### src/hdl/ps2mpt_pkg.sv
package ps2mpt_pkg;

    localparam int COORD_BITS_DEFAULT = 12;
    localparam int CFG_W              = 13;
    localparam int CFG_INDEX_W        = 2;
    localparam int DELTA_W            = 10;

    localparam logic [CFG_W-1:0] SCREEN_WIDTH_RESET  = CFG_W'(1280);
    localparam logic [CFG_W-1:0] SCREEN_HEIGHT_RESET = CFG_W'(720);

    localparam logic [CFG_INDEX_W-1:0] REG_SCREEN_WIDTH  = CFG_INDEX_W'(0);
    localparam logic [CFG_INDEX_W-1:0] REG_SCREEN_HEIGHT = CFG_INDEX_W'(1);

    // flag byte bit positions
    localparam int FLAG_SYNC_BIT   = 3;
    localparam int FLAG_X_SIGN_BIT = 4;
    localparam int FLAG_Y_SIGN_BIT = 5;
    localparam int FLAG_X_OVF_BIT  = 6;
    localparam int FLAG_Y_OVF_BIT  = 7;

    typedef enum logic [1:0] {
        PH_FLAG = 2'd0,
        PH_DX   = 2'd1,
        PH_DY   = 2'd2
    } byte_phase_t;

endpackage

### src/hdl/ps2mpt_axis_update.sv
module ps2mpt_axis_update #(
    parameter int COORD_BITS = ps2mpt_pkg::COORD_BITS_DEFAULT
) (
    input  logic [COORD_BITS-1:0]                 cursor,
    input  logic signed [ps2mpt_pkg::DELTA_W-1:0] delta,
    input  logic [COORD_BITS:0]                   limit,
    output logic [COORD_BITS-1:0]                 cursor_new
);
    import ps2mpt_pkg::*;

    logic signed [COORD_BITS+1:0] delta_ext;
    logic signed [COORD_BITS+1:0] sum;
    logic signed [COORD_BITS+1:0] limit_s;
    logic [COORD_BITS:0]          limit_m1;

    assign delta_ext = (COORD_BITS+2)'(delta);
    assign sum       = signed'({2'b00, cursor}) + delta_ext;
    assign limit_s   = signed'({1'b0, limit});
    assign limit_m1  = limit - 1'b1;

    always_comb
    begin
        if (sum < 0)
        begin
            cursor_new = '0;
        end
        else if (sum >= limit_s)
        begin
            cursor_new = limit_m1[COORD_BITS-1:0];
        end
        else
        begin
            cursor_new = sum[COORD_BITS-1:0];
        end
    end

endmodule

### src/hdl/ps2_mouse_packet_tracker_core.sv
// ps2 mouse packet tracker core
// a result is registered when the third byte of a non-overflow packet is accepted
// throughput: one byte per cycle; the single output register stalls input only
// while a result waits and m_axis_tready is low
// reset (async, active low): screen 1280x720, cursor centered, framing and buttons cleared
module ps2_mouse_packet_tracker_core #(
    parameter  int COORD_BITS = ps2mpt_pkg::COORD_BITS_DEFAULT,
    localparam int OUT_W      = ((2 * COORD_BITS + 3 + 7) / 8) * 8
) (
    input  logic                               clk,
    input  logic                               rst_n,

    input  logic                               s_axis_tvalid,
    output logic                               s_axis_tready,
    input  logic [7:0]                         s_axis_tdata,  // data_byte
    input  logic                               s_axis_tuser,  // from_aux

    output logic                               m_axis_tvalid,
    input  logic                               m_axis_tready,
    // pos_x, pos_y, left_pressed, right_pressed, middle_pressed, zero fill
    output logic [OUT_W-1:0]                   m_axis_tdata,

    input  logic                               cfg_we,
    input  logic [ps2mpt_pkg::CFG_INDEX_W-1:0] cfg_index,
    input  logic [ps2mpt_pkg::CFG_W-1:0]       cfg_data
);
    import ps2mpt_pkg::*;

    localparam int unsigned LIMIT_CAP = 1 << COORD_BITS;

    function automatic logic [COORD_BITS:0] eff_limit(input logic [CFG_W-1:0] v);
        logic [COORD_BITS:0] r;
        if (v == '0)
        begin
            r = (COORD_BITS+1)'(1);
        end
        else if (32'(v) > 32'(LIMIT_CAP))
        begin
            r = (COORD_BITS+1)'(LIMIT_CAP);
        end
        else
        begin
            r = (COORD_BITS+1)'(v);
        end
        return r;
    endfunction

    byte_phase_t             phase_reg, phase_next;
    logic [7:0]              flag_reg, flag_next;
    logic [7:0]              dx_byte_reg, dx_byte_next;
    logic [COORD_BITS-1:0]   cursor_x_reg, cursor_x_next;
    logic [COORD_BITS-1:0]   cursor_y_reg, cursor_y_next;
    logic [2:0]              buttons_reg, buttons_next;
    logic [COORD_BITS:0]     limit_x_reg, limit_x_next;
    logic [COORD_BITS:0]     limit_y_reg, limit_y_next;
    logic                    out_valid_reg, out_valid_next;
    logic [OUT_W-1:0]        out_data_reg, out_data_next;

    logic                    in_xfer;
    logic signed [DELTA_W-1:0] delta_x;
    logic signed [DELTA_W-1:0] delta_y_neg;
    logic [COORD_BITS-1:0]   x_clamped;
    logic [COORD_BITS-1:0]   y_clamped;
    logic [COORD_BITS:0]     cfg_limit;

    assign s_axis_tready = !out_valid_reg || m_axis_tready;
    assign in_xfer       = s_axis_tvalid && s_axis_tready;
    assign m_axis_tvalid = out_valid_reg;
    assign m_axis_tdata  = out_data_reg;

    assign delta_x     = signed'({{2{flag_reg[FLAG_X_SIGN_BIT]}}, dx_byte_reg});
    assign delta_y_neg = -signed'({{2{flag_reg[FLAG_Y_SIGN_BIT]}}, s_axis_tdata});
    assign cfg_limit   = eff_limit(cfg_data);

    ps2mpt_axis_update #(.COORD_BITS(COORD_BITS)) u_axis_x (
        .cursor     (cursor_x_reg),
        .delta      (delta_x),
        .limit      (limit_x_reg),
        .cursor_new (x_clamped)
    );

    ps2mpt_axis_update #(.COORD_BITS(COORD_BITS)) u_axis_y (
        .cursor     (cursor_y_reg),
        .delta      (delta_y_neg),
        .limit      (limit_y_reg),
        .cursor_new (y_clamped)
    );

    always_comb
    begin
        phase_next     = phase_reg;
        flag_next      = flag_reg;
        dx_byte_next   = dx_byte_reg;
        cursor_x_next  = cursor_x_reg;
        cursor_y_next  = cursor_y_reg;
        buttons_next   = buttons_reg;
        limit_x_next   = limit_x_reg;
        limit_y_next   = limit_y_reg;
        out_valid_next = out_valid_reg && !m_axis_tready;
        out_data_next  = out_data_reg;

        if (cfg_we)
        begin
            case (cfg_index)
                REG_SCREEN_WIDTH:
                begin
                    limit_x_next  = cfg_limit;
                    cursor_x_next = cfg_limit[COORD_BITS:1];
                    cursor_y_next = limit_y_reg[COORD_BITS:1];
                end
                REG_SCREEN_HEIGHT:
                begin
                    limit_y_next  = cfg_limit;
                    cursor_x_next = limit_x_reg[COORD_BITS:1];
                    cursor_y_next = cfg_limit[COORD_BITS:1];
                end
                default:
                begin
                end
            endcase
        end

        if (in_xfer && s_axis_tuser)
        begin
            case (phase_reg)
                PH_DX:
                begin
                    dx_byte_next = s_axis_tdata;
                    phase_next   = PH_DY;
                end
                PH_DY:
                begin
                    phase_next = PH_FLAG;
                    if (!flag_reg[FLAG_X_OVF_BIT] && !flag_reg[FLAG_Y_OVF_BIT])
                    begin
                        buttons_next   = flag_reg[2:0];
                        cursor_x_next  = x_clamped;
                        cursor_y_next  = y_clamped;
                        out_valid_next = 1'b1;
                        out_data_next  = OUT_W'({flag_reg[2:0], y_clamped, x_clamped});
                    end
                end
                default:
                begin
                    phase_next = PH_FLAG;
                    if (s_axis_tdata[FLAG_SYNC_BIT])
                    begin
                        flag_next  = s_axis_tdata;
                        phase_next = PH_DX;
                    end
                end
            endcase
        end
    end

    always_ff @(posedge clk or negedge rst_n)
    begin
        if (!rst_n)
        begin
            phase_reg     <= PH_FLAG;
            flag_reg      <= '0;
            dx_byte_reg   <= '0;
            buttons_reg   <= '0;
            limit_x_reg   <= eff_limit(SCREEN_WIDTH_RESET);
            limit_y_reg   <= eff_limit(SCREEN_HEIGHT_RESET);
            cursor_x_reg  <= COORD_BITS'(eff_limit(SCREEN_WIDTH_RESET) >> 1);
            cursor_y_reg  <= COORD_BITS'(eff_limit(SCREEN_HEIGHT_RESET) >> 1);
            out_valid_reg <= 1'b0;
        end
        else
        begin
            phase_reg     <= phase_next;
            flag_reg      <= flag_next;
            dx_byte_reg   <= dx_byte_next;
            buttons_reg   <= buttons_next;
            limit_x_reg   <= limit_x_next;
            limit_y_reg   <= limit_y_next;
            cursor_x_reg  <= cursor_x_next;
            cursor_y_reg  <= cursor_y_next;
            out_valid_reg <= out_valid_next;
        end
    end

    always_ff @(posedge clk)
    begin
        out_data_reg <= out_data_next;
    end

endmodule

### config.mk
export PLATFORM = sky130hd
export DESIGN_NAME = ps2_mouse_packet_tracker_core
export DESIGN_NICKNAME = d
export VERILOG_FILES = /design/src/hdl/ps2mpt_pkg.sv /design/src/hdl/ps2mpt_axis_update.sv /design/src/hdl/ps2_mouse_packet_tracker_core.sv
export SDC_FILE = /design/constraint.sdc
export NUM_CORES = 1
export LEC_CHECK = 0
export BUFFER_PORTS_ARGS = -buffer_cell sky130_fd_sc_hd__buf_2
export CELL_PAD_IN_SITES_DETAIL_PLACEMENT = 0
export CELL_PAD_IN_SITES_GLOBAL_PLACEMENT = 2
export CORE_MARGIN = 1.5
export CORE_UTILIZATION = 35
export DETAILED_ROUTE_END_ITERATION = 10
export PLACE_DENSITY = 0.72
export SKIP_CTS_REPAIR_TIMING = 1
export SYNTH_ARGS = -nofsm -noshare
export SYNTH_HDL_FRONTEND = slang
export SYNTH_SLANG_ARGS = --single-unit
### constraint.sdc
create_clock -name clk -period 5.8 [get_ports clk]
set_input_delay 1.45 -clock clk [delete_from_list [all_inputs] [get_ports clk]]
set_output_delay 1.45 -clock clk [all_outputs]
set_load 0.01 [all_outputs]
Word level (Yosys, flattened, before mapping) --
Cells that the tools add are included.
Cells by class: $add $sub $neg 5, magnitude comparators 5, equal/unequal tests 3, mux-type cells 21, bitwise gates (word level) 1, reductions and logical operators 17
Operator list (count):
- 2-to-1 mux 12 bit | 12
- case mux 12 bit (2 select lines) | 2
- greater-or-equal comparator 14 bit | 2
- less-than comparator 14 x 1 -> 1 bit, second input constant | 2
- 2-to-1 mux 13 bit | 2
- subtractor 12 x 1 -> 12 bit, second input constant | 2
- adder 13 x 10 -> 14 bit | 1
- adder 13 x 9 -> 14 bit | 1
- > comparator 13 bit, second input constant | 1
- logical NOT 13 bit | 1
- negator 9 -> 10 bit | 1
- AND reduction 2 bit | 3
- AND reduction 3 bit | 2
- equality test 2 x 1 -> 1 bit, second input constant | 2
- logical AND 1 bit | 4
- logical NOT 1 bit | 4
- 2-to-1 mux 1 bit | 4
- case mux 2 bit (2 select lines) | 1
- equality test 2 bit, second input constant | 1
- logical NOT 2 bit | 1
- OR reduction 2 bit | 1
- logical OR 1 bit | 1
- inverter 1 bit | 1
Storage, ports and cells: register bits after elaboration 96, input bits 29, output and inout port bits 34, word-level logic and storage cells 61

Longest topological paths before layout --
word-level depth 8, mapped depth 19, mapped depth without buffers 18

Modules after synthesis --
From an unflattened synthesis, not the netlist that was laid out.
Unflattened totals: cell total of the unflattened synthesis 675, area total of the unflattened synthesis 6876.6 um^2
Modules (own cells, without submodules):
- ps2_mouse_packet_tracker_core | instances 1, cells each 337, area each 4280.4 um^2, seq. area each 2527.4 um^2
- ps2mpt_axis_update at u_axis_x | instances 1, cells each 171, area each 1378.8 um^2, seq. area each 0.0 um^2
- ps2mpt_axis_update at u_axis_y | instances 1, cells each 167, area each 1217.4 um^2, seq. area each 0.0 um^2

Worst setup path before layout --
OpenSTA, ideal clock, no wires.
path type input to register, start input port s_axis_tdata[0], end register out_data_reg[13], in the netlist m_axis_tdata[13], data pin, setup time 0.255 ns, arrival 4.346 ns, data required time 5.545 ns, setup slack 1.199 ns, cell stages on the path 17, buffers on the path 1, cell sequence ha_1 > fa_1 > nand2b_1 > a211oi_1 > nor2_1 > o22ai_1 > nor2_1 > o21bai_1 > xnor2_1 > ha_1 > o211a_1 > a211oi_1 > nor2_1 > a21o_1 > buf_2 > mux2i_1 > and2_1
On the way: cells in the longest elaborated chain, start to end 5, elaborated cells between the ends (all ways) 6, those cells by class 2 x add/sub; 2 x order compare; 2 x mux
Ends and longest elaborated chain:
- start: declaration | line ps2_mouse_packet_tracker_core.sv:15 | input logic [7:0] s_axis_tdata,
- negator 9 -> 10 bit * | line ps2_mouse_packet_tracker_core.sv:72 | assign delta_y_neg = -signed'({{2{flag_reg[FLAG_Y_SIGN_BIT]}}, s_axis_tdata});
- adder 13 x 10 -> 14 bit * | line ps2mpt_axis_update.sv:17 | assign sum = signed'({2'b00, cursor}) + delta_ext;
- greater-or-equal comparator 14 bit | line ps2mpt_axis_update.sv:27 | else if (sum >= limit_s)
- 2-to-1 mux 12 bit | line ps2mpt_axis_update.sv:27
- 2-to-1 mux 12 bit * | line ps2mpt_axis_update.sv:23 | if (sum < 0)
- net u_axis_y.cursor_new[1] | line ps2mpt_axis_update.sv:7 | output logic [COORD_BITS-1:0] cursor_new
- end signal: assignment | line ps2_mouse_packet_tracker_core.sv:186 | out_data_reg <= out_data_next;
- end: declaration | line ps2_mouse_packet_tracker_core.sv:57 | logic [OUT_W-1:0] out_data_reg, out_data_next;
The timed path passes the listed nets; every way through them passes the cells marked *. A chain may end at the register's enable or synchronous reset.

Worst setup path in the final report --
start input port s_axis_tdata[0], end register out_data_reg[23], in the netlist m_axis_tdata[23], data pin
Same word-level chain as after synthesis.

==> results by group <==
Hold path
  – Hold crit path type: flip-flop to flip-flop

Global routing
  – Largest net degree at the start of global routing: 54
  – GRT overflow: 0
  – Vias in the first global route: 5448
  – All-Layer GR Usage: 20.9%
  – Initial antenna violation count: 0
  – First-pass GRT wire length: 30.9 mm

Worst setup path
  – Data arrival, critical path: 5.12 ns
  – Worst path cell trace: buf_2 -> ha_1 -> fa_1 -> nand2b_1 -> a211oi_1 -> nor2_1 -> o22ai_1 -> nor2_1 -> o21bai_1 -> xnor2_1 -> ha_1 -> o211a_1 -> a211oi_1 -> nor2_1 -> a21o_1 -> mux2_2 -> and2_1
  – Worst Path Max Fanout: 14
  – CP Launch Type: primary input
  – CP dominant cell by count: nor2_1
  – Crit path kind: primary input to flip-flop
  – Worst endpoint required time: 5.91 ns
  – CP Capture Type: flip-flop
  – Largest stage delay, worst path: 0.57 ns
  – Slowest-stage cell, CP: a21o_1

CTS
  – Clk_lat worst skew: 0.35 ns
  – Longest Clk Path Bufs: 2
  – Clk root buf: clkbuf_16
  – CTS buffer count: 9
  – Clock tree from TritonCTS: done
  – H-tree lvl count: 3
  – Sink Count: 95
  – Clock transition at the registers of the reported paths: 0.07 ns

Placement
  – DP HPWL: 15.0 mm
  – Post-DP Area: 0.00703 sq mm
  – Cells after DPL: 959
  – Number of port buffers: 57
  – GP Congestion: 0.830
  – Place WS: 0.448 ns

Power and ir drop
  – Power density over the cells: 617 mW/mm^2
  – Leak pwr: 3.18 nW
  – Max IR drop VDD: 0.277 mV

Layout
  – Number of flip-flops in the largest register: 27
  – Diodes inserted: 0
  – Finished Layout Cells: 975
  – Area delta synth->final: 11.5%
  – Final Util: 40.3%
  – Final nets: 828
  – Fin area: 0.00731 sq mm
  – Fraction of layout cells with a size suffix above 1: 17.3%

Synth
  – Mapped Cells: 691
  – Number of distinct library cells after synthesis: 70
  – Asr flop ratio synth: 71.6%
  – Synth Register Bits: 95
  – Sequential share of the synthesized area: 38.5%
  – Cell Area, Synth: 0.00656 sq mm
  – Post-Syn Area per Cell: 9.49 sq um
  – Synth Flop Type: dfrtp_1
  – Yosys warning total: 0
  – EDFF count, synth: 27

STA
  – Fin. max-slew vios: 0
  – Slew @ Worst Pin: 1.00 ns
  – Final min period: 5.01 ns
  – Setup-failing EPs final: 0
  – Min setup slack post-route: 0.790 ns
  – Highest Clock Rate: 200 MHz
  – Final period utilization: 86.4%
  – Final Skew: 0.00896 ns
  – TNS Setup: 0 ns
  – Final hold viol count: 0
  – Slew headroom: 32.9%
  – RSZ-0062 raised after global routing: false

Routing
  – Wire per inst: 20.2 um
  – DRC viols: 0
  – Pre-antenna DRT Iters: 5
  – Drt total wl: 19.7 mm
  – Via/cell ratio: 5.46
  – Initial DRC Count: 271
  – Vias: 5319
  – Antenna viol nets, final: 0

Floorplanning
  – Die Area: 0.0196 sq mm
  – Die height: 140 um
  – Core ar.: 0.0181 sq mm
  – DIE WIDTH: 140 um
  – # rows: 49
  – Initial Util: 36.1%
  – I/O Pins: 63

Flow run
  – MaxCap Viol Count: 0

Run status
  – Outcome: complete, no violations
cell usage after synthesis (7+ instances only):
library cell / instances / area (sq um)
nor3_1: 11 / 55.1
and3_1: 11 / 68.8
o21ai_0: 60 / 300
o211a_1: 9 / 90.1
and2_1: 8 / 50.1
o21a_1: 14 / 105
a21oi_1: 24 / 120
edfxtp_1: 27 / 811
inv_1: 50 / 188
a22oi_1: 8 / 60.1
nand2_1: 70 / 263
xnor2_1: 29 / 254
mux2_2: 11 / 124
dfstp_2: 12 / 315
ha_1: 56 / 701
mux2i_1: 13 / 130
nand4_1: 16 / 100
nor2_1: 36 / 135
a211oi_1: 10 / 75.1
buf_4: 8 / 60.1
nor4_1: 7 / 43.8
nand3_1: 24 / 120
nand2b_1: 9 / 56.3
dfrtp_1: 56 / 1400
clkbuf_1: 13 / 48.8
cells by family after synthesis:
| logic type | count (synthesis) | share of synthesized area, % |
|---|---|---|
| other cells | 1 | 0.0572 |
| compound gates | 188 | 20.1 |
| mux | 24 | 3.87 |
| xor+xnor | 34 | 4.54 |
| flops | 95 | 38.5 |
| buf+inv | 78 | 5.30 |
| simple gates | 213 | 16.3 |
| fa+ha+maj | 58 | 11.3 |
cell type report:
class / instances / area [sq um]
Sequential cell: 95 / 2530
Inverter: 51 / 191
Clock buffer: 9 / 225
Multi-Input combinational cell: 522 / 3700
Tap cell: 229 / 287
Clock inverter: 7 / 57.6
Fill cell: 1863 / 10800
Timing Repair Buffer: 62 / 323
metrics by stage:
| stage | hold slack (ns) | total power, mW |
|---|---|---|
| floorplan | 0.421 | 3.32 |
| global placement | 0.429 | 3.89 |
| detailed placement | 0.436 | 3.93 |
| CTS | 0.455 | 4.54 |
| global route | 0.477 | 4.90 |
| finish | 0.453 | 4.51 |
routing by layer:
metal	wire [um]	GRT usage, %	vias up
li1	-	-	2613
met1	9160	26.8	2594
met2	9620	36.5	87
met3	367	1.85	25
met4	522	8.20	0
met5	0	0	-
cell usage in the layout, fill, tap and decap left out, drive strengths merged, types with 9 or more instances in the layout:
master	instances
nand2	70
o21ai	66
buf	62
ha	56
dfrtp	56
inv	52
nor2	39
xnor2	29
edfxtp	27
a21oi	27
nand3	24
nand4	17
o21a	14
a211oi	14
mux2i	13
dfstp	12
nor3	12
and3	11
mux2	11
nor4	10
nand2b	9
o211a	9
clkbuf	9
path summary, 6_finish.rpt:
kind / start / to / slack, ns / cells past startpoint
setup / recovery: s_axis_tdata[0] / m_axis_tdata[23]$_DFFE_PP_ / 0.79 / 17
hold / removal: flag_reg[0]$_DFFE_PN0P_ / m_axis_tdata[24]$_DFFE_PP_ / 0.45 / 0
setup reg to reg: dx_byte_reg[0]$_DFFE_PN0P_ / m_axis_tdata[10]$_DFFE_PP_ / 1.09 / 15
hold reg to reg: flag_reg[0]$_DFFE_PN0P_ / m_axis_tdata[24]$_DFFE_PP_ / 0.45 / 0
max in group asynchronous: rst_n / cursor_x_reg[11]$_DFF_PN0_ / 3.68 / 2
min in group asynchronous: rst_n / flag_reg[0]$_DFFE_PN0P_ / 1.01 / 1
worst max-delay path, delay by kind of cell:
| family | cells | cell delay [ns] |
|---|---|---|
| and+or+nand+nor | 5 | 0.70 |
| buffers and inverters | 1 | 0.12 |
| adders and majority gates | 3 | 0.96 |
| AOI/OAI and AO/OA | 6 | 1.39 |
| muxes | 1 | 0.42 |
| xor gates and xnor gates | 1 | 0.09 |
where the power goes:
group / switching (mW) / internal (mW) / leakage (nW) / total, mW
registers: 0.137 / 0.953 / 1.08 / 1.09
clock network: 0.286 / 0.296 / 0.129 / 0.582
logic: 1.70 / 1.14 / 1.98 / 2.84
total: 2.12 / 2.39 / 3.18 / 4.51
Note: power is estimated with default switching activity, not from simulation.
